==> src/hdl/ycc_pkg.sv <==
package ycc_pkg;

  // Default widths of the sample and fixed-point fields.
  localparam int SAMPLE_BITS_DEF = 16;
  localparam int FRAC_BITS_DEF   = 16;

  // Width of the configuration data word.
  localparam int CFG_BITS = 16;

  // Matrix coefficients carry 24 fraction bits; one extra bit holds the integer part.
  localparam int COEF_BITS = 24;
  localparam int KW        = COEF_BITS + 1;

  // Maximum sample value after reset.
  localparam logic [CFG_BITS-1:0] MAX_RESET = 16'd255;

  // Forward (RGB to Y'PbPr) coefficients.
  localparam logic [KW-1:0] K_YR   = 25'd5016388;   // 0.299
  localparam logic [KW-1:0] K_YG   = 25'd9848226;   // 0.587
  localparam logic [KW-1:0] K_YB   = 25'd1912603;   // 0.114
  localparam logic [KW-1:0] K_BR   = 25'd2830920;   // 0.168736
  localparam logic [KW-1:0] K_BG   = 25'd5557688;   // 0.331264
  localparam logic [KW-1:0] K_HALF = 25'd8388608;   // 0.5
  localparam logic [KW-1:0] K_RG   = 25'd7024419;   // 0.418688
  localparam logic [KW-1:0] K_RB   = 25'd1364189;   // 0.081312

  // Inverse (Y'PbPr to RGB) coefficients.
  localparam logic [KW-1:0] K_RPR  = 25'd23521657;  // 1.402
  localparam logic [KW-1:0] K_GPB  = 25'd5773644;   // 0.344136
  localparam logic [KW-1:0] K_GPR  = 25'd11981214;  // 0.714136
  localparam logic [KW-1:0] K_BPB  = 25'd29729227;  // 1.772

  // Conversion direction of one pixel.
  typedef enum logic {
    MODE_TO_YPBPR = 1'b0,
    MODE_TO_RGB   = 1'b1
  } mode_t;

  // Range class of an inverse-path accumulator.
  typedef enum logic [1:0] {
    CLS_MID,
    CLS_LOW,
    CLS_HIGH
  } sample_class_t;

  // Control bits that travel beside the divider lanes.
  typedef struct packed {
    logic  valid;
    mode_t mode;
    logic  luma_sat;
    logic  pb_sat;
    logic  pb_neg;
    logic  pr_sat;
    logic  pr_neg;
  } fwd_flags_t;

endpackage

==> src/hdl/ycc_inv_scale.sv <==
module ycc_inv_scale #(
  parameter int SAMPLE_BITS = ycc_pkg::SAMPLE_BITS_DEF,
  parameter int FRAC_BITS   = ycc_pkg::FRAC_BITS_DEF,
  localparam int AW = ycc_pkg::KW + FRAC_BITS + 2,
  localparam int FC = FRAC_BITS + ycc_pkg::COEF_BITS,
  localparam int HB = FC / 2,
  localparam int HW = FC - HB
) (
  input  logic                    clk,
  input  logic                    en,
  input  logic [SAMPLE_BITS-1:0]  max_val,
  input  logic signed [AW-1:0]    acc,
  output logic [SAMPLE_BITS-1:0]  sample
);

  ycc_pkg::sample_class_t  cls_nxt, cls_a_r, cls_b_r;
  logic [HW-1:0]           hi_a_r;
  logic [HB-1:0]           lo_a_r;
  logic [HW+SAMPLE_BITS-1:0] pp_hi_r;
  logic [HB+SAMPLE_BITS-1:0] pp_lo_r;
  logic [FC+SAMPLE_BITS-1:0] prod;
  logic [SAMPLE_BITS-1:0]  sample_nxt, sample_r;

  // Range class: at or below zero, at or above one, or in between.
  always_comb begin
    if (acc[AW-1] || (acc == '0)) begin
      cls_nxt = ycc_pkg::CLS_LOW;
    end else if (acc[AW-2:FC] != '0) begin
      cls_nxt = ycc_pkg::CLS_HIGH;
    end else begin
      cls_nxt = ycc_pkg::CLS_MID;
    end
  end

  // Stage one: class and the fraction split in two halves.
  always_ff @(posedge clk) begin
    if (en) begin
      cls_a_r <= cls_nxt;
      hi_a_r  <= acc[FC-1:HB];
      lo_a_r  <= acc[HB-1:0];
    end
  end

  // Stage two: partial products of the fraction and the maximum.
  always_ff @(posedge clk) begin
    if (en) begin
      cls_b_r <= cls_a_r;
      pp_hi_r <= hi_a_r * max_val;
      pp_lo_r <= lo_a_r * max_val;
    end
  end

  // Stage three: full product, truncated to the integer sample, then clamped.
  assign prod = {pp_hi_r, {HB{1'b0}}} + {{(FC - HB){1'b0}}, pp_lo_r};

  always_comb begin
    case (cls_b_r)
      ycc_pkg::CLS_LOW:  sample_nxt = '0;
      ycc_pkg::CLS_HIGH: sample_nxt = max_val;
      default:           sample_nxt = prod[FC+SAMPLE_BITS-1:FC];
    endcase
  end

  always_ff @(posedge clk) begin
    if (en) begin
      sample_r <= sample_nxt;
    end
  end

  assign sample = sample_r;

endmodule

==> config.mk <==
export PLATFORM = sky130hd
export DESIGN_NAME = ycc_inv_scale
export DESIGN_NICKNAME = d
export VERILOG_FILES = /design/src/hdl/ycc_pkg.sv /design/src/hdl/ycc_inv_scale.sv
export SDC_FILE = /design/constraint.sdc
export NUM_CORES = 2
export LEC_CHECK = 0
export ABC_CLOCK_PERIOD_IN_PS = 8200
export BUFFER_PORTS_ARGS = -buffer_cell sky130_fd_sc_hd__buf_2
export CORE_MARGIN = 4
export CORE_UTILIZATION = 66
export CTS_CLUSTER_DIAMETER = 50
export DETAILED_ROUTE_END_ITERATION = 12
export GPL_ROUTABILITY_DRIVEN = 0
export MAX_ROUTING_LAYER = met4
export PLACE_DENSITY = 0.84
export REMOVE_ABC_BUFFERS = 1
export SYNTH_ARGS = -nofsm -noshare
export SYNTH_HDL_FRONTEND = slang
export SYNTH_SLANG_ARGS = --single-unit
==> constraint.sdc <==
create_clock -name clk -period 8.2 [get_ports clk]
set_input_delay 1.64 -clock clk [delete_from_list [all_inputs] [get_ports clk]]
set_output_delay 1.64 -clock clk [all_outputs]
set_load 0.05 [all_outputs]
==> reports/qor.yml <==
detailed_routing:
  wl_mm: 60.2
  wl_met3_mm: 5.52
  via_per_inst: 5.89
  wl_per_cell_microns: 19.8
  ant_nets: 0
  vias: 17900
  top_layer: "met4"
  drc_errors: 0
  drt_iter0_drc: 1329
  met1_length_mm: 21.6
  drt-pass1-iter-count: 5
  met2_length_mm: 29.6
run:
  max_cap_violations: 0
timing:
  period_needed_ps: 7630
  rsz0062_at_grt: "false"
  fin_setup_tns_ps: 0
  finalSetupViolations: 0
  finalCritPeriodShare_pct: 93.0
  holdWs_ps: 473
  report.final.slew_viol_count: 0
  hold_viol_final: 0
  finalClockSkew_ps: 11.1
  fin_ws_ps: 573
  clock.fmax_ghz: 0.131
  worst_slew_pin_slew_ps: 985
  slew-limit-headroom_pct: 34.3
yosys:
  synth_edf_count: 112
  yosysWarnings: 0
  synthesis.area_sq_mm: 0.0245
  ys_seq_area_share_pct: 13.7
  ys_ff_latch: 112
  synthCells: 2553
  avgSynthCellArea_sq_um: 9.60
  synth_ff_type: "edfxtp_1"
  netlist-cell-type-count: 60
  postSynth.asyncResetShare_pct: 0
cells_and_area:
  finalNetCount: 3356
  layout_commonest_cell: "inv_1"
  fillers: 2629
  area_delta_synth_final_pct: 4.92
  antennaDiodeCount: 0
  drive_gt1_share_pct: 5.95
  final_cell_mix: "inv_1, fa_1, nand2_1"
placement:
  dp_slack_ps: 322
  port_buffers: 76
  dp_hpwl_mm: 47.8
clock_network:
  path_clk_slew_ps: 90
  clockBufferDepth: 2
  numCtsBuffers: 9
  post_cts_buffers: 0
  clock_latency_ps: 370
  htreeDepth: 3
  cts_tree: "built"
  cts.repair.resized: 0
  cts_hold_buffers: 0
  cts.sinks: 112
  cts-root-buf: "clkbuf_16"
critical_path:
  worstSetupEndpointType: "flip-flop"
  worstPathMaxFanout: 26
  critPathRequiredTime_ps: 8310
  startpoint_type: "input port"
  critical_path_class: "input port to flip-flop"
  arrival_ps: 7730
floorplanning:
  num_rows: 70
  core_sq_mm: 0.0366
  start_util_pct: 66.9
  io_pins: 77
  die_y_microns: 201
  die_area_sq_mm: 0.0403
  die_w_microns: 201
global_route:
  grt_pass1_vias: 19700
  track_usage_pct: 31.7
  grt_overflow: 0
  grt_max_degree: 66
  grt_pass1_wl_mm: 99.0
  antenna_found_initial: 0
hold_path:
  hold_path.class: "flip-flop to flip-flop"
outcome:
  status: "complete, no violations"
[final timing paths]
path                            startpoint                     to  slack [ps]  cells past startpoint
setup / recovery               max_val[11]  pp_hi_r[32]$_DFFE_PP_         570                     21
hold / removal    cls_a_r[1]$_SDFFCE_PP0P_   cls_b_r[1]$_DFFE_PP_         470                      0
setup reg to reg      hi_a_r[12]$_DFFE_PP_  pp_hi_r[32]$_DFFE_PP_        1330                     20
hold reg to reg   cls_a_r[1]$_SDFFCE_PP0P_   cls_b_r[1]$_DFFE_PP_         470                      0
[area by class of cell]
| class | count | area [sq um] | area share (%) |
|---|---|---|---|
| multi-input combinational | 1773 | 18600 | 72.5 |
| clock inverter | 7 | 105 | 0.409 |
| inverter | 555 | 2080 | 8.10 |
| clock buffer | 9 | 225 | 0.876 |
| tap | 468 | 586 | 2.28 |
| timing repair buffer | 116 | 708 | 2.75 |
| sequential | 112 | 3360 | 13.1 |
[registers in the layout (all words and copies together), names as in the netlist]
name and cells:
hi_a_r 20, lo_a_r 20, cls_a_r 2, sample 16, cls_b_r 2, pp_hi_r 36, pp_lo_r 16
[layer usage]
metal  global-route usage [%]  vias to the layer above
met5                        -                        -
met4                     15.4                        0
met3                     5.20                      261
met2                     51.7                      932
met1                     38.8                     8966
li1                         -                     7735
[critical path: stages]
cell and delay, ps:
buf_2 590, nand2_1 170, fa_1 540, inv_1 70
fa_1 570, fa_1 440, fa_1 480, fa_1 520
inv_1 60, fa_1 490, inv_1 50, ha_1 370
a21o_1 210, a21oi_1 200, nor2_1 60, nor2_1 120
o21ai_0 170, a221o_1 350, a31o_2 250, mux2_2 220
o2111ai_1 110
[logic make-up (layout without fill, tap and decap cells)]
kind of cell | count (synthesis) | in the layout | share of synthesized area, %
muxes | 12 | 12 | 0.495
buffers and inverters | 668 | 687 | 10.2
adders and majority gates | 728 | 728 | 52.5
DFF | 112 | 112 | 13.7
AOI/OAI and AO/OA | 167 | 167 | 4.83
xor gates and xnor gates | 63 | 63 | 2.25
and+or+nand+nor | 803 | 803 | 16.0
[cells in the mapped netlist, drive strengths merged, types with 2 or more instances]
| master | instances | share of area, % |
|---|---|---|
| a211oi | 7 | 0.28 |
| and2 | 288 | 7.4 |
| a31oi | 4 | 0.16 |
| or3 | 4 | 0.12 |
| a31o | 3 | 0.11 |
| a21o | 35 | 1.1 |
| inv | 555 | 8.5 |
| nand3 | 20 | 0.41 |
| a211o | 2 | 0.071 |
| o21a | 6 | 0.18 |
| nor2 | 32 | 0.49 |
| o21bai | 7 | 0.21 |
| a41o | 2 | 0.082 |
| edfxtp | 112 | 14 |
| nand4 | 16 | 0.41 |
| and3 | 4 | 0.10 |
| and4 | 4 | 0.14 |
| a221oi | 2 | 0.097 |
| xor2 | 29 | 1.0 |
| nor4 | 11 | 0.34 |
| nand2b | 3 | 0.077 |
| nor2b | 4 | 0.10 |
| a311oi | 2 | 0.097 |
| clkbuf | 113 | 1.7 |
| mux2i | 11 | 0.45 |
| o31ai | 3 | 0.092 |
| xnor2 | 34 | 1.2 |
| o2111ai | 2 | 0.071 |
| nand2 | 405 | 6.2 |
| nor3 | 11 | 0.22 |
| a21oi | 49 | 1.0 |
| ha | 229 | 12 |
| fa | 499 | 41 |
| o21ai | 27 | 0.60 |
[stage by stage]
step | std cells | utilization [%] | cell area, sq um
2_1_floorplan | 2440 | - | 24100
3_3_place_gp | 3024 | 69.3 | 25400
3_5_place_dp | 3024 | 69.3 | 25400
4_1_cts | 3040 | 70.2 | 25700
5_1_grt | 3040 | 70.2 | 25700
6_report | 3040 | 70.2 | 25700
Power is not shown: default switching activity piles up to over one toggle a cycle in this logic, so the estimate is an artifact.
