[config.mk]
export PLATFORM = sky130hd
export DESIGN_NAME = ycc_fwd_prep
export DESIGN_NICKNAME = d
export VERILOG_FILES = /design/src/hdl/ycc_pkg.sv /design/src/hdl/ycc_fwd_prep.sv
export SDC_FILE = /design/constraint.sdc
export NUM_CORES = 1
export LEC_CHECK = 0
export BUFFER_PORTS_ARGS = -buffer_cell sky130_fd_sc_hd__buf_2
export CORE_MARGIN = 2
export CORE_UTILIZATION = 45
export CTS_BUF_LIST = sky130_fd_sc_hd__clkbuf_8
export DETAILED_ROUTE_END_ITERATION = 7
export PLACE_DENSITY_LB_ADDON = 0.25
export REMOVE_ABC_BUFFERS = 1
export SYNTH_ARGS = -nofsm -noshare
export SYNTH_HDL_FRONTEND = slang
export SYNTH_SLANG_ARGS = --single-unit
[constraint.sdc]
create_clock -name clk -period 12.4 [get_ports clk]
set_input_delay 1.24 -clock clk [delete_from_list [all_inputs] [get_ports clk]]
set_output_delay 1.24 -clock clk [all_outputs]
set_load 0.02 [all_outputs]
[src/hdl/ycc_pkg.sv]
package ycc_pkg;

  // Default widths of the sample and fixed-point fields.
  localparam int SAMPLE_BITS_DEF = 16;
  localparam int FRAC_BITS_DEF   = 16;

  // Width of the configuration data word.
  localparam int CFG_BITS = 16;

  // Matrix coefficients carry 24 fraction bits; one extra bit holds the integer part.
  localparam int COEF_BITS = 24;
  localparam int KW        = COEF_BITS + 1;

  // Maximum sample value after reset.
  localparam logic [CFG_BITS-1:0] MAX_RESET = 16'd255;

  // Forward (RGB to Y'PbPr) coefficients.
  localparam logic [KW-1:0] K_YR   = 25'd5016388;   // 0.299
  localparam logic [KW-1:0] K_YG   = 25'd9848226;   // 0.587
  localparam logic [KW-1:0] K_YB   = 25'd1912603;   // 0.114
  localparam logic [KW-1:0] K_BR   = 25'd2830920;   // 0.168736
  localparam logic [KW-1:0] K_BG   = 25'd5557688;   // 0.331264
  localparam logic [KW-1:0] K_HALF = 25'd8388608;   // 0.5
  localparam logic [KW-1:0] K_RG   = 25'd7024419;   // 0.418688
  localparam logic [KW-1:0] K_RB   = 25'd1364189;   // 0.081312

  // Inverse (Y'PbPr to RGB) coefficients.
  localparam logic [KW-1:0] K_RPR  = 25'd23521657;  // 1.402
  localparam logic [KW-1:0] K_GPB  = 25'd5773644;   // 0.344136
  localparam logic [KW-1:0] K_GPR  = 25'd11981214;  // 0.714136
  localparam logic [KW-1:0] K_BPB  = 25'd29729227;  // 1.772

  // Conversion direction of one pixel.
  typedef enum logic {
    MODE_TO_YPBPR = 1'b0,
    MODE_TO_RGB   = 1'b1
  } mode_t;

  // Range class of an inverse-path accumulator.
  typedef enum logic [1:0] {
    CLS_MID,
    CLS_LOW,
    CLS_HIGH
  } sample_class_t;

  // Control bits that travel beside the divider lanes.
  typedef struct packed {
    logic  valid;
    mode_t mode;
    logic  luma_sat;
    logic  pb_sat;
    logic  pb_neg;
    logic  pr_sat;
    logic  pr_neg;
  } fwd_flags_t;

endpackage

[src/hdl/ycc_fwd_prep.sv]
module ycc_fwd_prep #(
  parameter int SAMPLE_BITS = ycc_pkg::SAMPLE_BITS_DEF,
  parameter int FRAC_BITS   = ycc_pkg::FRAC_BITS_DEF,
  localparam int PW = ycc_pkg::KW + SAMPLE_BITS + 1,
  localparam int Q  = FRAC_BITS + 1,
  localparam int NW = SAMPLE_BITS + Q
) (
  input  logic                    clk,
  input  logic                    rst_n,
  input  logic                    en,
  input  logic                    valid_i,
  input  ycc_pkg::mode_t          mode_i,
  input  logic [SAMPLE_BITS-1:0]  max_val,
  input  logic signed [PW-1:0]    ny_i,
  input  logic signed [PW-1:0]    nb_i,
  input  logic signed [PW-1:0]    nr_i,
  output ycc_pkg::fwd_flags_t     flags_o,
  output logic [NW-1:0]           luma_num_o,
  output logic [NW-1:0]           pb_num_o,
  output logic [NW-1:0]           pr_num_o
);

  localparam int CS = ycc_pkg::COEF_BITS - FRAC_BITS;
  localparam int S  = CS + 1;
  localparam int CB = ycc_pkg::COEF_BITS;

  ycc_pkg::fwd_flags_t flags_nxt, flags_r;
  logic [PW-1:0]       luma_lim, chroma_lim;
  logic [PW-1:0]       pb_mag, pr_mag;
  logic                y_pos;
  logic [NW-1:0]       luma_num_nxt, pb_num_nxt, pr_num_nxt;
  logic [NW-1:0]       luma_num_r, pb_num_r, pr_num_r;

  // Dividend for a rounded quotient: (2*mag + d) / (2*d) with d = max << CS,
  // reduced to a division by max alone.
  function automatic logic [NW-1:0] round_num(input logic [PW-1:0] mag,
                                             input logic [SAMPLE_BITS-1:0] m);
    logic [PW:0] half;
    logic [PW:0] n2;
    logic [PW:0] sh;
    half = {{(PW + 1 - SAMPLE_BITS){1'b0}}, m} << CS;
    n2   = {mag, 1'b0} + half;
    sh   = n2 >> S;
    return sh[NW-1:0];
  endfunction

  // Saturation limits: max for luma and max / 2 for chroma, at coefficient scale.
  assign luma_lim   = {{(PW - SAMPLE_BITS - CB){1'b0}}, max_val, {CB{1'b0}}};
  assign chroma_lim = {{(PW - SAMPLE_BITS - CB + 1){1'b0}}, max_val, {(CB - 1){1'b0}}};

  // Sign, magnitude and saturation of each row sum.
  always_comb begin
    flags_nxt       = '0;
    flags_nxt.valid = valid_i;
    flags_nxt.mode  = mode_i;

    y_pos              = !ny_i[PW-1] && (ny_i != '0);
    flags_nxt.luma_sat = y_pos && ($unsigned(ny_i) >= luma_lim);
    luma_num_nxt       = (y_pos && !flags_nxt.luma_sat) ?
                         round_num($unsigned(ny_i), max_val) : '0;

    flags_nxt.pb_neg = nb_i[PW-1];
    pb_mag           = flags_nxt.pb_neg ? $unsigned(-nb_i) : $unsigned(nb_i);
    flags_nxt.pb_sat = pb_mag >= chroma_lim;
    pb_num_nxt       = flags_nxt.pb_sat ? '0 : round_num(pb_mag, max_val);

    flags_nxt.pr_neg = nr_i[PW-1];
    pr_mag           = flags_nxt.pr_neg ? $unsigned(-nr_i) : $unsigned(nr_i);
    flags_nxt.pr_sat = pr_mag >= chroma_lim;
    pr_num_nxt       = flags_nxt.pr_sat ? '0 : round_num(pr_mag, max_val);
  end

  always_ff @(posedge clk) begin
    if (!rst_n) begin
      flags_r <= '0;
    end else if (en) begin
      flags_r <= flags_nxt;
    end
  end

  always_ff @(posedge clk) begin
    if (en) begin
      luma_num_r <= luma_num_nxt;
      pb_num_r   <= pb_num_nxt;
      pr_num_r   <= pr_num_nxt;
    end
  end

  assign flags_o    = flags_r;
  assign luma_num_o = luma_num_r;
  assign pb_num_o   = pb_num_r;
  assign pr_num_o   = pr_num_r;

endmodule

==> metrics.csv <==
metric,value,unit
status,completed,
Most common cell on crit path,nand4_1,
"Critical Path, Cell by Cell",buf_2 > nor4_2 > nand4_1 > or3_1 > o31ai_1 > xor2_1 > inv_1 > ha_1 > and3_1 > o2111a_1 > nand4_1 > nor4_1 > or4b_2 > or4_1 > nand4b_1 > buf_4 > nor3_1,
skew final,0,ns
Mapped Cells,1149,
largest net degree at the start of global routing,79,
HP Class,register to register,
PortBufs,252,
die width,155,um
gr usage total,26.0,%
layout cells sized above 1,21.4,%
CTS clock-pin slew for the worst setup and hold paths,0.12,ns
TritonCTS Buffers,9,
fin area,11900,um^2
number of DRC markers in iteration 0,659,
WP buf/inv,3,
FF-to-FF path depth,2,
hold path cells,1,
Post-Place Worst Slack,5.35,ns
Ys Warns,0,
post-synth cell types,73,
num ports,253,
post-synthesis compound-gate area fraction,18.1,%
grt total ovfl,0,
dpl cells,1655,
post-synthesis sequential area ratio,30.5,%
# rows,55,
Crit Path Category,input pin to register,
Max Slew Vio Count,0,
Post-Syn Area,10200,um^2
Most used DFF post-synth,edfxtp_1,
initial antenna violation count,1,
CP max stage delay,0.68,ns
clk buf depth,2,
post-synthesis xor/xnor area fraction,11.1,%
Synth top cells by count,"nor2_1, edfxtp_1, ha_1",
root buf cell,clkbuf_8,
core area,22400,um^2
DR DRC count,0,
final critical-path share of the clock period,54.2,%
Final nets,1627,
Max VDD drop,0.0499,mV
n_diodes,0,
htree depth,3,
post-route setup slack,5.67,ns
largest family of logic cells by synthesized area,simple AND/OR/NAND/NOR gates,
"EDFF count, synth",99,
"delay-heaviest family, CP",simple AND/OR/NAND/NOR gates,
CTS tree,yes,
multiplexer area fraction after synthesis,0.992,%
max_slew headroom,10.6,%
chip height,155,um
Synth area leaders,"edfxtp_1, ha_1, xnor2_1, xor2_1, nor2_1",
pwr dens,91.4,nW/um^2
most common cell in the synthesized netlist,nor2_1,
drt first pass iters,5,
top-area cell type share of the netlist area,29.1,%
Synth-to-Final Area Change,16.3,%
Yosys reg bits,106,
post-cts resize count,0,
effective utilization at floorplan,45.5,%
setup bufs post-CTS,0,
final hold vios,0,
final wirelength,31900,um
Leak,4.92,nW
vias in the first global route,9035,
clock tree sinks,106,
CP arrival,6.86,ns
Via density,5.92,
final non-filler cell total,1671,
CP Max Fanout,24,
Placed Area,11700,um^2
Post-Synth Adder-Cell Area,12.3,%
WP data required,12.54,ns
Final setup viols,0,
largest area contributor in the netlist,edfxtp_1,
post-synthesis simple-gate area fraction,23.7,%
HPWL Detailed,25300,um
total stage count of the critical path,17,
setup_tns,0,ns
Die Footprint,23900,um^2
Synth async-reset ratio,0,%
via count,9896,
first-pass GRT wire length,48800,um
Post-CTS Hold Fix Bufs,0,
startpoint types,input pin,
max-cap violation count,0,
Slew @ Worst Pin,1.33,ns
Antenna Nets Post-Route,0,
Clock Latency Late Sink,0.40,ns
hold_ws,0.488,ns
drt wl/cell,19.1,um
CP Capture Type,register,
"Max stage delay cell, worst path",nor4_2,
Fmax,0.149,GHz
RSZ-0062 raised after global routing,false,
Placer Congestion,0.960,
Final min period,6.73,ns
syn avg cell area,8.89,um^2
cells in the final DEF, fill, tap and decap left out, types with 17 or more instances in the layout:
cell | synthesis | layout
nand4_1 | 24 | 24
nor3_1 | 42 | 42
buf_2 | 6 | 251
a21o_1 | 36 | 36
nand2_1 | 65 | 65
ha_1 | 96 | 96
o31ai_1 | 21 | 21
nor2_1 | 107 | 107
or4_1 | 17 | 17
a21oi_1 | 59 | 59
xor2_1 | 51 | 51
edfxtp_1 | 99 | 99
nor4_1 | 31 | 31
inv_1 | 48 | 49
or3_1 | 26 | 26
nand3_1 | 33 | 33
xnor2_1 | 78 | 78
o21ai_0 | 56 | 56
worst register-to-register path, stage by stage, from the launching register on:
cell,delay (ns)
dfxtp_1,0.35
o21ai_0,0.06
o21ba_2,0.26
logic make-up after synthesis:
| group | after synthesis |
|---|---|
| AOI/OAI and AO/OA | 274 |
| xor gates and xnor gates | 129 |
| muxes | 10 |
| buffers and inverters | 84 |
| and+or+nand+nor | 446 |
| DFF | 106 |
| adders and majority gates | 99 |
| other | 1 |
per-stage QoR:
stage	utilization (%)	total power, mW
after floorplan	-	0.718
after global placement	52.2	0.865
after detailed placement	52.2	0.870
after CTS	53.0	1.09
after global routing	53.0	1.15
final	53.0	1.09
cell type report:
class | instances | area [um^2]
fillers | 2112 | 10600
multi-input cells | 960 | 6760
flip-flops and latches | 106 | 3110
repair buffers | 256 | 1290
well taps | 285 | 357
inverters | 48 | 180
clock buffers | 9 | 124
clock inverters | 7 | 56.3
power by group:
part | internal (mW) | leakage (nW) | switching, mW | total, mW
clock | 0.0756 | 0.0891 | 0.144 | 0.219
sequential | 0.424 | 1.00 | 0.00820 | 0.432
combinational | 0.166 | 3.83 | 0.268 | 0.435
per-layer routing:
layer  GRT usage [%]  vias up  share of wire, %
met5               0        -             0.034
met4            8.95        2               2.9
met3            3.31       67               6.7
met2            42.5      371                46
met1            35.6     4611                45
li1                -     4845                 -
registers in the layout, indices dropped and copies added (netlist names):
name / flops
luma_num_o: 33
pb_num_o: 33
pr_num_o: 33
flags_o: 7
path summary, 6_finish.rpt:
path                                         startpoint                    endpoint  slack, ns
worst max-delay path                            nr_i[8]  pr_num_o[14]$_SDFFCE_PP0P_       5.67
worst min register to register  flags_o[3]$_SDFFE_PN0P_     flags_o[3]$_SDFFE_PN0P_       0.49
worst min-delay path            flags_o[3]$_SDFFE_PN0P_     flags_o[3]$_SDFFE_PN0P_       0.49
worst max register to register  flags_o[1]$_SDFFE_PN0P_     flags_o[1]$_SDFFE_PN0P_      11.68
(Power assumes the default switching activity.)
