**config.mk**
```make
export PLATFORM = sky130hd
export DESIGN_NAME = ycc_div_lane
export DESIGN_NICKNAME = d
export VERILOG_FILES = /design/src/hdl/ycc_pkg.sv /design/src/hdl/ycc_div_lane.sv
export SDC_FILE = /design/constraint.sdc
export NUM_CORES = 1
export LEC_CHECK = 0
export ABC_CLOCK_PERIOD_IN_PS = 5100
export BUFFER_PORTS_ARGS = -buffer_cell sky130_fd_sc_hd__buf_2
export CORE_ASPECT_RATIO = 0.7
export CORE_MARGIN = 2
export CORE_UTILIZATION = 45
export CTS_CLUSTER_SIZE = 30
export DETAILED_ROUTE_END_ITERATION = 10
export PLACE_DENSITY_LB_ADDON = 0.2
export SYNTH_ARGS = -nofsm -noshare
export SYNTH_HDL_FRONTEND = slang
export SYNTH_SLANG_ARGS = --single-unit
```
**constraint.sdc**
```tcl
create_clock -name clk -period 5.1 [get_ports clk]
set_input_delay 1.275 -clock clk [delete_from_list [all_inputs] [get_ports clk]]
set_output_delay 1.275 -clock clk [all_outputs]
set_load 0.03 [all_outputs]
```
**src/hdl/ycc_pkg.sv**
```systemverilog
package ycc_pkg;

  // Default widths of the sample and fixed-point fields.
  localparam int SAMPLE_BITS_DEF = 16;
  localparam int FRAC_BITS_DEF   = 16;

  // Width of the configuration data word.
  localparam int CFG_BITS = 16;

  // Matrix coefficients carry 24 fraction bits; one extra bit holds the integer part.
  localparam int COEF_BITS = 24;
  localparam int KW        = COEF_BITS + 1;

  // Maximum sample value after reset.
  localparam logic [CFG_BITS-1:0] MAX_RESET = 16'd255;

  // Forward (RGB to Y'PbPr) coefficients.
  localparam logic [KW-1:0] K_YR   = 25'd5016388;   // 0.299
  localparam logic [KW-1:0] K_YG   = 25'd9848226;   // 0.587
  localparam logic [KW-1:0] K_YB   = 25'd1912603;   // 0.114
  localparam logic [KW-1:0] K_BR   = 25'd2830920;   // 0.168736
  localparam logic [KW-1:0] K_BG   = 25'd5557688;   // 0.331264
  localparam logic [KW-1:0] K_HALF = 25'd8388608;   // 0.5
  localparam logic [KW-1:0] K_RG   = 25'd7024419;   // 0.418688
  localparam logic [KW-1:0] K_RB   = 25'd1364189;   // 0.081312

  // Inverse (Y'PbPr to RGB) coefficients.
  localparam logic [KW-1:0] K_RPR  = 25'd23521657;  // 1.402
  localparam logic [KW-1:0] K_GPB  = 25'd5773644;   // 0.344136
  localparam logic [KW-1:0] K_GPR  = 25'd11981214;  // 0.714136
  localparam logic [KW-1:0] K_BPB  = 25'd29729227;  // 1.772

  // Conversion direction of one pixel.
  typedef enum logic {
    MODE_TO_YPBPR = 1'b0,
    MODE_TO_RGB   = 1'b1
  } mode_t;

  // Range class of an inverse-path accumulator.
  typedef enum logic [1:0] {
    CLS_MID,
    CLS_LOW,
    CLS_HIGH
  } sample_class_t;

  // Control bits that travel beside the divider lanes.
  typedef struct packed {
    logic  valid;
    mode_t mode;
    logic  luma_sat;
    logic  pb_sat;
    logic  pb_neg;
    logic  pr_sat;
    logic  pr_neg;
  } fwd_flags_t;

endpackage

```
**src/hdl/ycc_div_lane.sv**
```systemverilog
module ycc_div_lane #(
  parameter int SAMPLE_BITS = ycc_pkg::SAMPLE_BITS_DEF,
  parameter int FRAC_BITS   = ycc_pkg::FRAC_BITS_DEF,
  localparam int Q  = FRAC_BITS + 1,
  localparam int NW = SAMPLE_BITS + Q
) (
  input  logic                    clk,
  input  logic                    en,
  input  logic [SAMPLE_BITS-1:0]  divisor,
  input  logic [NW-1:0]           num,
  output logic [Q-1:0]            quo
);

  // Partial remainder, dividend bits still to shift in, quotient so far.
  logic [SAMPLE_BITS-1:0] rem_r [Q-1];
  logic [Q-1:0]           low_r [Q-1];
  logic [Q-1:0]           quo_r [Q];

  // Restoring division, one quotient bit per stage. The top part of the
  // dividend is already below the divisor, so Q stages give the full quotient.
  for (genvar k = 0; k < Q; k++) begin : g_stage
    logic [SAMPLE_BITS-1:0] rem_in;
    logic [Q-1:0]           low_in;
    logic [Q-1:0]           quo_in;
    logic [SAMPLE_BITS:0]   trial;
    logic [SAMPLE_BITS:0]   diff;
    logic                   take;
    logic [SAMPLE_BITS-1:0] rem_new;

    if (k == 0) begin : g_first
      assign rem_in = num[NW-1:Q];
      assign low_in = num[Q-1:0];
      assign quo_in = '0;
    end else begin : g_next
      assign rem_in = rem_r[k-1];
      assign low_in = low_r[k-1];
      assign quo_in = quo_r[k-1];
    end

    assign trial   = {rem_in, low_in[Q-1]};
    assign diff    = trial - {1'b0, divisor};
    assign take    = trial >= {1'b0, divisor};
    assign rem_new = take ? diff[SAMPLE_BITS-1:0] : trial[SAMPLE_BITS-1:0];

    always_ff @(posedge clk) begin
      if (en) begin
        quo_r[k] <= {quo_in[Q-2:0], take};
      end
    end

    // The last stage needs no remainder.
    if (k < Q - 1) begin : g_keep
      always_ff @(posedge clk) begin
        if (en) begin
          rem_r[k] <= rem_new;
          low_r[k] <= low_in << 1;
        end
      end
    end
  end

  assign quo = quo_r[Q-1];

endmodule

```
==> results of run 1 <==
-- layer usage --
metal / track usage (%) / vias up
met5: 0 / -
met4: 5.50 / 0
met3: 3.11 / 129
met2: 29.9 / 714
met1: 33.3 / 10268
li1: - / 10157
-- power by group through the flow --
| stage | clock, mW | sequential, mW | combinational (mW) |
|---|---|---|---|
| 6_report | 4.27 | 7.65 | 10.5 |
| 5_1_grt | 4.56 | 7.75 | 11.6 |
| 2_1_floorplan | 0 | 7.28 | 8.07 |
| 4_1_cts | 4.39 | 7.64 | 10.4 |
| 3_5_place_dp | 0 | 7.71 | 10.2 |
| 3_3_place_gp | 0 | 7.74 | 9.97 |
-- cell usage in the layout, fill, tap and decap left out, types with 12 or more instances in the layout --
cell type / n
fa_1: 16
buf_2: 66
o21a_1: 41
xor2_1: 56
nand4_1: 41
ha_1: 272
nor4_1: 12
a21boi_0: 17
buf_12: 13
edfxtp_1: 545
o21ai_0: 98
a211oi_1: 17
or3_1: 24
a31oi_1: 34
nor3_1: 59
buf_4: 54
o31a_1: 19
clkbuf_16: 55
nand3_1: 42
o211ai_1: 16
mux2i_1: 33
nor2b_1: 39
a21oi_1: 162
a21o_1: 61
xnor2_1: 120
and3_1: 20
mux2_2: 195
nand2_1: 94
nand2b_1: 38
nor2_1: 173
inv_1: 112
or2_2: 14
-- worst max-delay path by stage --
| stage | from | endpoint | slack (ps) | cells after the start |
|---|---|---|---|---|
| final | divisor[3] | rem_r[0][38]$_DFFE_PP_ | 780 | 12 |
| after global routing | divisor[8] | rem_r[1][71]$_DFFE_PP_ | 690 | 12 |
| after CTS | divisor[3] | rem_r[0][38]$_DFFE_PP_ | 880 | 12 |
| after detailed placement | divisor[3] | rem_r[0][38]$_DFFE_PP_ | 220 | 12 |
| after global placement | divisor[8] | rem_r[1][67]$_DFFE_PP_ | 340 | 12 |
| after floorplan | divisor[9] | rem_r[0][120]$_DFFE_PP_ | 590 | 11 |
-- cells by family after synthesis --
| logic type | Yosys count |
|---|---|
| and+or+nand+nor | 584 |
| AOI/OAI and AO/OA | 575 |
| DFF | 545 |
| adders and majority gates | 288 |
| muxes | 235 |
| xor gates and xnor gates | 176 |
| buffers and inverters | 139 |
-- state kept, by name, indices dropped and copies added, names as in the netlist --
name	cells
rem_r	256
quo_r	153
low_r	136
-- final cells by class --
class                   count  area [µm²]
clock inverters            43         498
clock buffers              60        1400
flip-flops and latches    545       16400
diodes                      1        2.50
fillers                  5954       34100
repair buffers            134        1010
multi-input cells        1858       14700
inverters                 112         420
well taps                 913        1140
-- per-stage QoR --
step	total power, mW	area (µm²)
global route	23.9	35500
detailed placement	18.0	33600
floorplan	15.4	31600
global placement	17.7	33600
CTS	22.4	35500
finish	22.4	35500
==> results.yml, run 1 <==
status:
  status: "finished clean"
power_and_ir_drop:
  clkPwrFrac_pct: 19.0
  p_switching_mw: 8.11
  pwr-share-comb_pct: 46.8
  pwr-share-seq_pct: 34.2
  p_sw_share_pct: 36.2
  p_per_area_nw_per_um2: 631
  p_int_mw: 14.3
  power_leakage_nw: 13.7
  vdd_drop_max_uv: 336
synthesis:
  synth_most_common_cell: "edfxtp_1"
  syn_avg_cell_area_um2: 12.4
  synth_top_cell_area_share_pct: 51.8
  yosys_register_bits: 545
  synth_compound_area_share_pct: 12.2
  synthArstFlopShare_pct: 0
  synthXorXnorAreaFrac_pct: 4.88
  syn-cell-area_um2: 31600
  synthCells: 2542
  synth-main-ff-cell: "edfxtp_1"
  yosys.area_share.simple_pct: 9.23
  ys_top_cells_by_area: "edfxtp_1 (52%), ha_1 (11%), mux2_2 (7.0%), xnor2_1 (3.3%), a21oi_1 (2.6%)"
  muxShareOfSynthArea_pct: 8.33
  synth_edf_count: 545
  synthAdderAreaFrac_pct: 11.8
  synth_top_family_by_area: "compound AO/OA/AOI/OAI gates"
  synth_warnings: 0
  synth_top_area_cell: "edfxtp_1"
  synth.yosys.seq_area_share_pct: 51.8
  ys_types: 78
  syn_nets: 2881
  synth_common_cells: "edfxtp_1 (545), ha_1 (272), mux2_2 (195)"
sta:
  timing.final.ws_setup_ps: 781
  fin_setup_tns_ps: 0
  drv_slew: 0
  period_minus_slack_ps: 4320
  finalHoldViolations: 0
  tightestPinTransition_ps: 1020
  rsz0062_at_grt: "no"
  finalSetupViolations: 0
  skew_ps: 33.2
  worst_hold_slack_ps: 395
  fmax_mhz: 232
  fin_crit_sh_pct: 84.7
  relSlewSlack_pct: 31.8
global_routing:
  grt_pass1_vias: 20355
  antenna_found_initial: 2
  track_usage_pct: 21.1
  grt_pass1_wl_um: 118000
  overflow: 0
  grt_max_degree: 99
routing:
  dr_wl_met2_um: 31100
  vias: 21268
  drt-met1-wl_um: 38900
  viasPerCell: 5.80
  drtAntennaViolNets: 0
  drcViolationCount: 0
  wl_um: 76400
  drtPass1Iterations: 6
  post_drt_wl_per_cell_um: 20.8
  drt-initial-drc-count: 1890
  route.top_layer_used: "met4"
  met3_length_um: 4670
setup_path:
  ff2ff_path_depth: 11
  r2r_slack_ps: 1660
  timing.rr.end: "rem_r[1][101]$_DFFE_PP_"
  cp_slowest_cell: "inv_1"
  cp.arrival_ps: 4690
  slowest_delay_ps: 480
  criticalPathCategory: "primary input to flop"
  start_kind: "primary input"
  path_max_fanout: 17
  cp-end-kind: "flop"
  crit_chain: "buf_2, inv_1, buf_4, ha_1, o21a_1, o31ai_1, a21oi_1, o31a_1, a221o_1, o21ai_1, o211ai_2, mux2_2"
  regToRegStartpoint: "low_r[6][31]$_DFFE_PP_"
  worstPathRequired_ps: 5470
  critPathTopFamily: "compound AO/OA/AOI/OAI gates"
  cp.buffers_inverters: 3
clock_tree:
  cts.reportedPaths.clkPinSlew_ps: 60
  clockRootBuffer: "clkbuf_16"
  cts_tree: "yes"
  cts_sinks: 545
  cts_buffers: 55
  clk_path_buf_depth: 3
  insertion_delay_ps: 650
  h-tree-depth: 2
  cts_setup_buffers: 0
  hold_buffers: 0
  cts_resized: 0
hold_path:
  hp-start: "low_r[4][13]$_DFFE_PP_"
  hold_path_depth: 0
  hold_end: "low_r[4][30]$_DFFE_PP_"
  hold_class: "flop to flop"
floorplanning:
  initial_core_util_pct: 45.4
  design.core.area_um2: 69600
  die_w_um: 321
  num_rows: 81
  fp.dieH_um: 226
  ios: 68
  die-area_um2: 72300
placement:
  io_buffers: 67
  routabilityCongestion: 0.919
  post-dp-hpwl_um: 54200
  place_inst: 3562
  post-place-ws_ps: 220
final_layout:
  final_core_util_pct: 51.0
  area_growth_pct: 12.4
  drive_above_1_share_pct: 16.6
  final_nets: 3045
  instances_no_fill: 3666
run:
  max_cap_violations: 0
No activity file was read; power rests on OpenSTA's default activity.
==> run 2, diff against run 1 <==
Settings changed: ABC_CLOCK_PERIOD_IN_PS 5100 to 3800.
Clock period 5.1 ns to 3.8 ns, I/O delays scaled along.
==> results.yml, run 2 (synthesis gave the netlist of run 1 again) <==
global_routing:
  busiest_layer: "met1"
  track_usage_pct: 22.1
  grt_pass1_vias: 21609
  overflow: 0
  use_met2_pct: 32.5
  grtUsageMet1_pct: 33.5
  antenna_found_initial: 2
  grt_pass1_wl_um: 124000
  grt_max_degree: 77
  use_met3_pct: 3.69
setup_path:
  setup.worst_path.end: "rem_r[1][17]$_DFFE_PP_"
  cp.arrival_ps: 3900
  path_max_fanout: 17
  criticalPathCategory: "primary input to flop"
  setup.worst_path.start: "divisor[2]"
  worstPathRequired_ps: 4160
  timing.rr.end: "rem_r[0][116]$_DFFE_PP_"
  ff2ff_path_depth: 10
  start_kind: "primary input"
  cp-end-kind: "flop"
  regToRegStartpoint: "rem_r[0][104]$_DFFE_PP_"
  r2r_slack_ps: 550
final_layout:
  largest-register: "rem_r"
  instances_no_fill: 4007
  drive_above_1_share_pct: 26.5
  largest_reg_flops: 256
  final_nets: 3385
  final_core_util_pct: 55.3
  layout_commonest_cell: "edfxtp_1"
  area_growth_pct: 21.9
  diodes: 0
  final_cell_mix: "edfxtp_1 (545), buf_4 (373), ha_1 (264)"
  largestRegisters: "rem_r x256, quo_r x153, low_r x136"
floorplanning:
  initial_core_util_pct: 45.4
  ios: 68
  die-area_um2: 72300
  die_w_um: 321
  design.core.area_um2: 69600
  num_rows: 81
  fp.dieH_um: 226
sta:
  relSlewSlack_pct: 36.5
  rsz0062_at_grt: "no"
  fin_crit_sh_pct: 93.4
  period_minus_slack_ps: 3550
  finalSetupViolations: 0
  drv_slew: 0
  fmax_mhz: 282
  finalHoldViolations: 0
  tightestPinTransition_ps: 953
  timing.final.ws_setup_ps: 251
  skew_ps: 20.3
power_and_ir_drop:
  power_leakage_nw: 15.5
  p_per_area_nw_per_um2: 843
  vdd_drop_max_uv: 403
  total_power_mw: 32.4
run:
  max_cap_violations: 0
clock_tree:
  cts_sinks: 545
  clk_path_buf_depth: 3
  cts_setup_buffers: 0
  cts.reportedPaths.clkPinSlew_ps: 70
  cts_tree: "yes"
  cts_resized: 0
  cts_buffers: 56
  h-tree-depth: 2
  clockRootBuffer: "clkbuf_16"
  insertion_delay_ps: 630
  hold_buffers: 0
status:
  status: "finished clean"
routing:
  vias: 22174
  viasPerCell: 5.53
  wl_um: 79700
  drtPass1Iterations: 5
  drcViolationCount: 0
  post_drt_wl_per_cell_um: 19.9
  drtAntennaViolNets: 0
  drt-initial-drc-count: 1887
placement:
  place_inst: 3901
  io_buffers: 67
  routabilityCongestion: 0.889
  post-place-ws_ps: -321
  post-dp-hpwl_um: 59300
hold_path:
  hold_class: "flop to flop"
==> run 2: cell count changes in the layout (fill, tap and decap cells not counted), moves of 3 or more <==
cell / previous run / this run
mux2_2: 195 / 188
ha_4: 0 / 8
buf_12: 13 / 33
inv_1: 112 / 104
buf_4: 54 / 373
clkinv_8: 3 / 0
mux2_4: 7 / 14
ha_1: 272 / 264
clkinvlp_4: 8 / 17
==> run 2: per-stage QoR <==
stage / hold slack [ps] / cell area (µm²) / TNS, ps
floorplan: 400 / 31800 / -2680
global placement: 400 / 36600 / -35830
detailed placement: 405 / 36600 / -44520
CTS: 416 / 38500 / 0
global route: 421 / 38500 / 0
finish: 413 / 38500 / 0
==> run 2: area by class of cell <==
type	count	area, µm²
well taps	913	1140
clock buffers	63	1450
flip-flops and latches	545	16400
repair buffers	473	3810
multi-input cells	1858	14800
clock inverters	43	439
fillers	5849	31100
inverters	112	450
==> run 2: how the worst min path moves through the flow <==
stage                                 startpoint                      to  slack [ps]  cells after the start
after global placement    low_r[0][20]$_DFFE_PP_   low_r[1][5]$_DFFE_PP_         400                      0
final                     quo_r[10][0]$_DFFE_PP_  quo_r[11][1]$_DFFE_PP_         410                      0
after global routing       quo_r[6][3]$_DFFE_PP_   quo_r[7][4]$_DFFE_PP_         420                      0
after CTS                 low_r[1][20]$_DFFE_PP_   low_r[2][5]$_DFFE_PP_         420                      0
after detailed placement  low_r[1][28]$_DFFE_PP_  low_r[2][13]$_DFFE_PP_         400                      0
after floorplan            low_r[0][0]$_DFFE_PP_  low_r[0][17]$_DFFE_PP_         400                      0
==> run 2: critical path, stage by stage <==
cell and delay [ps]:
buf_2 100, clkinvlp_4 120, buf_4 180, buf_12 150, ha_1 250, a21o_1 190, a21oi_1 140, nand2_1 100
a311oi_2 320, a21oi_1 140, o2111a_1 280, a2111oi_4 250, buf_12 220, mux2i_1 490
==> run 2: layer usage <==
layer	vias up	wire length, µm
met2	516	33500
met4	0	2030
met5	-	0
met1	10695	39600
met3	128	4580
li1	10835	-
==> run 2: report_power, final <==
part	switching, mW	total, mW	leakage, nW	internal (mW)
clock	2.46	5.71	0.905	3.24
sequential	1.08	10.3	5.31	9.18
combinational	7.85	16.5	9.28	8.61
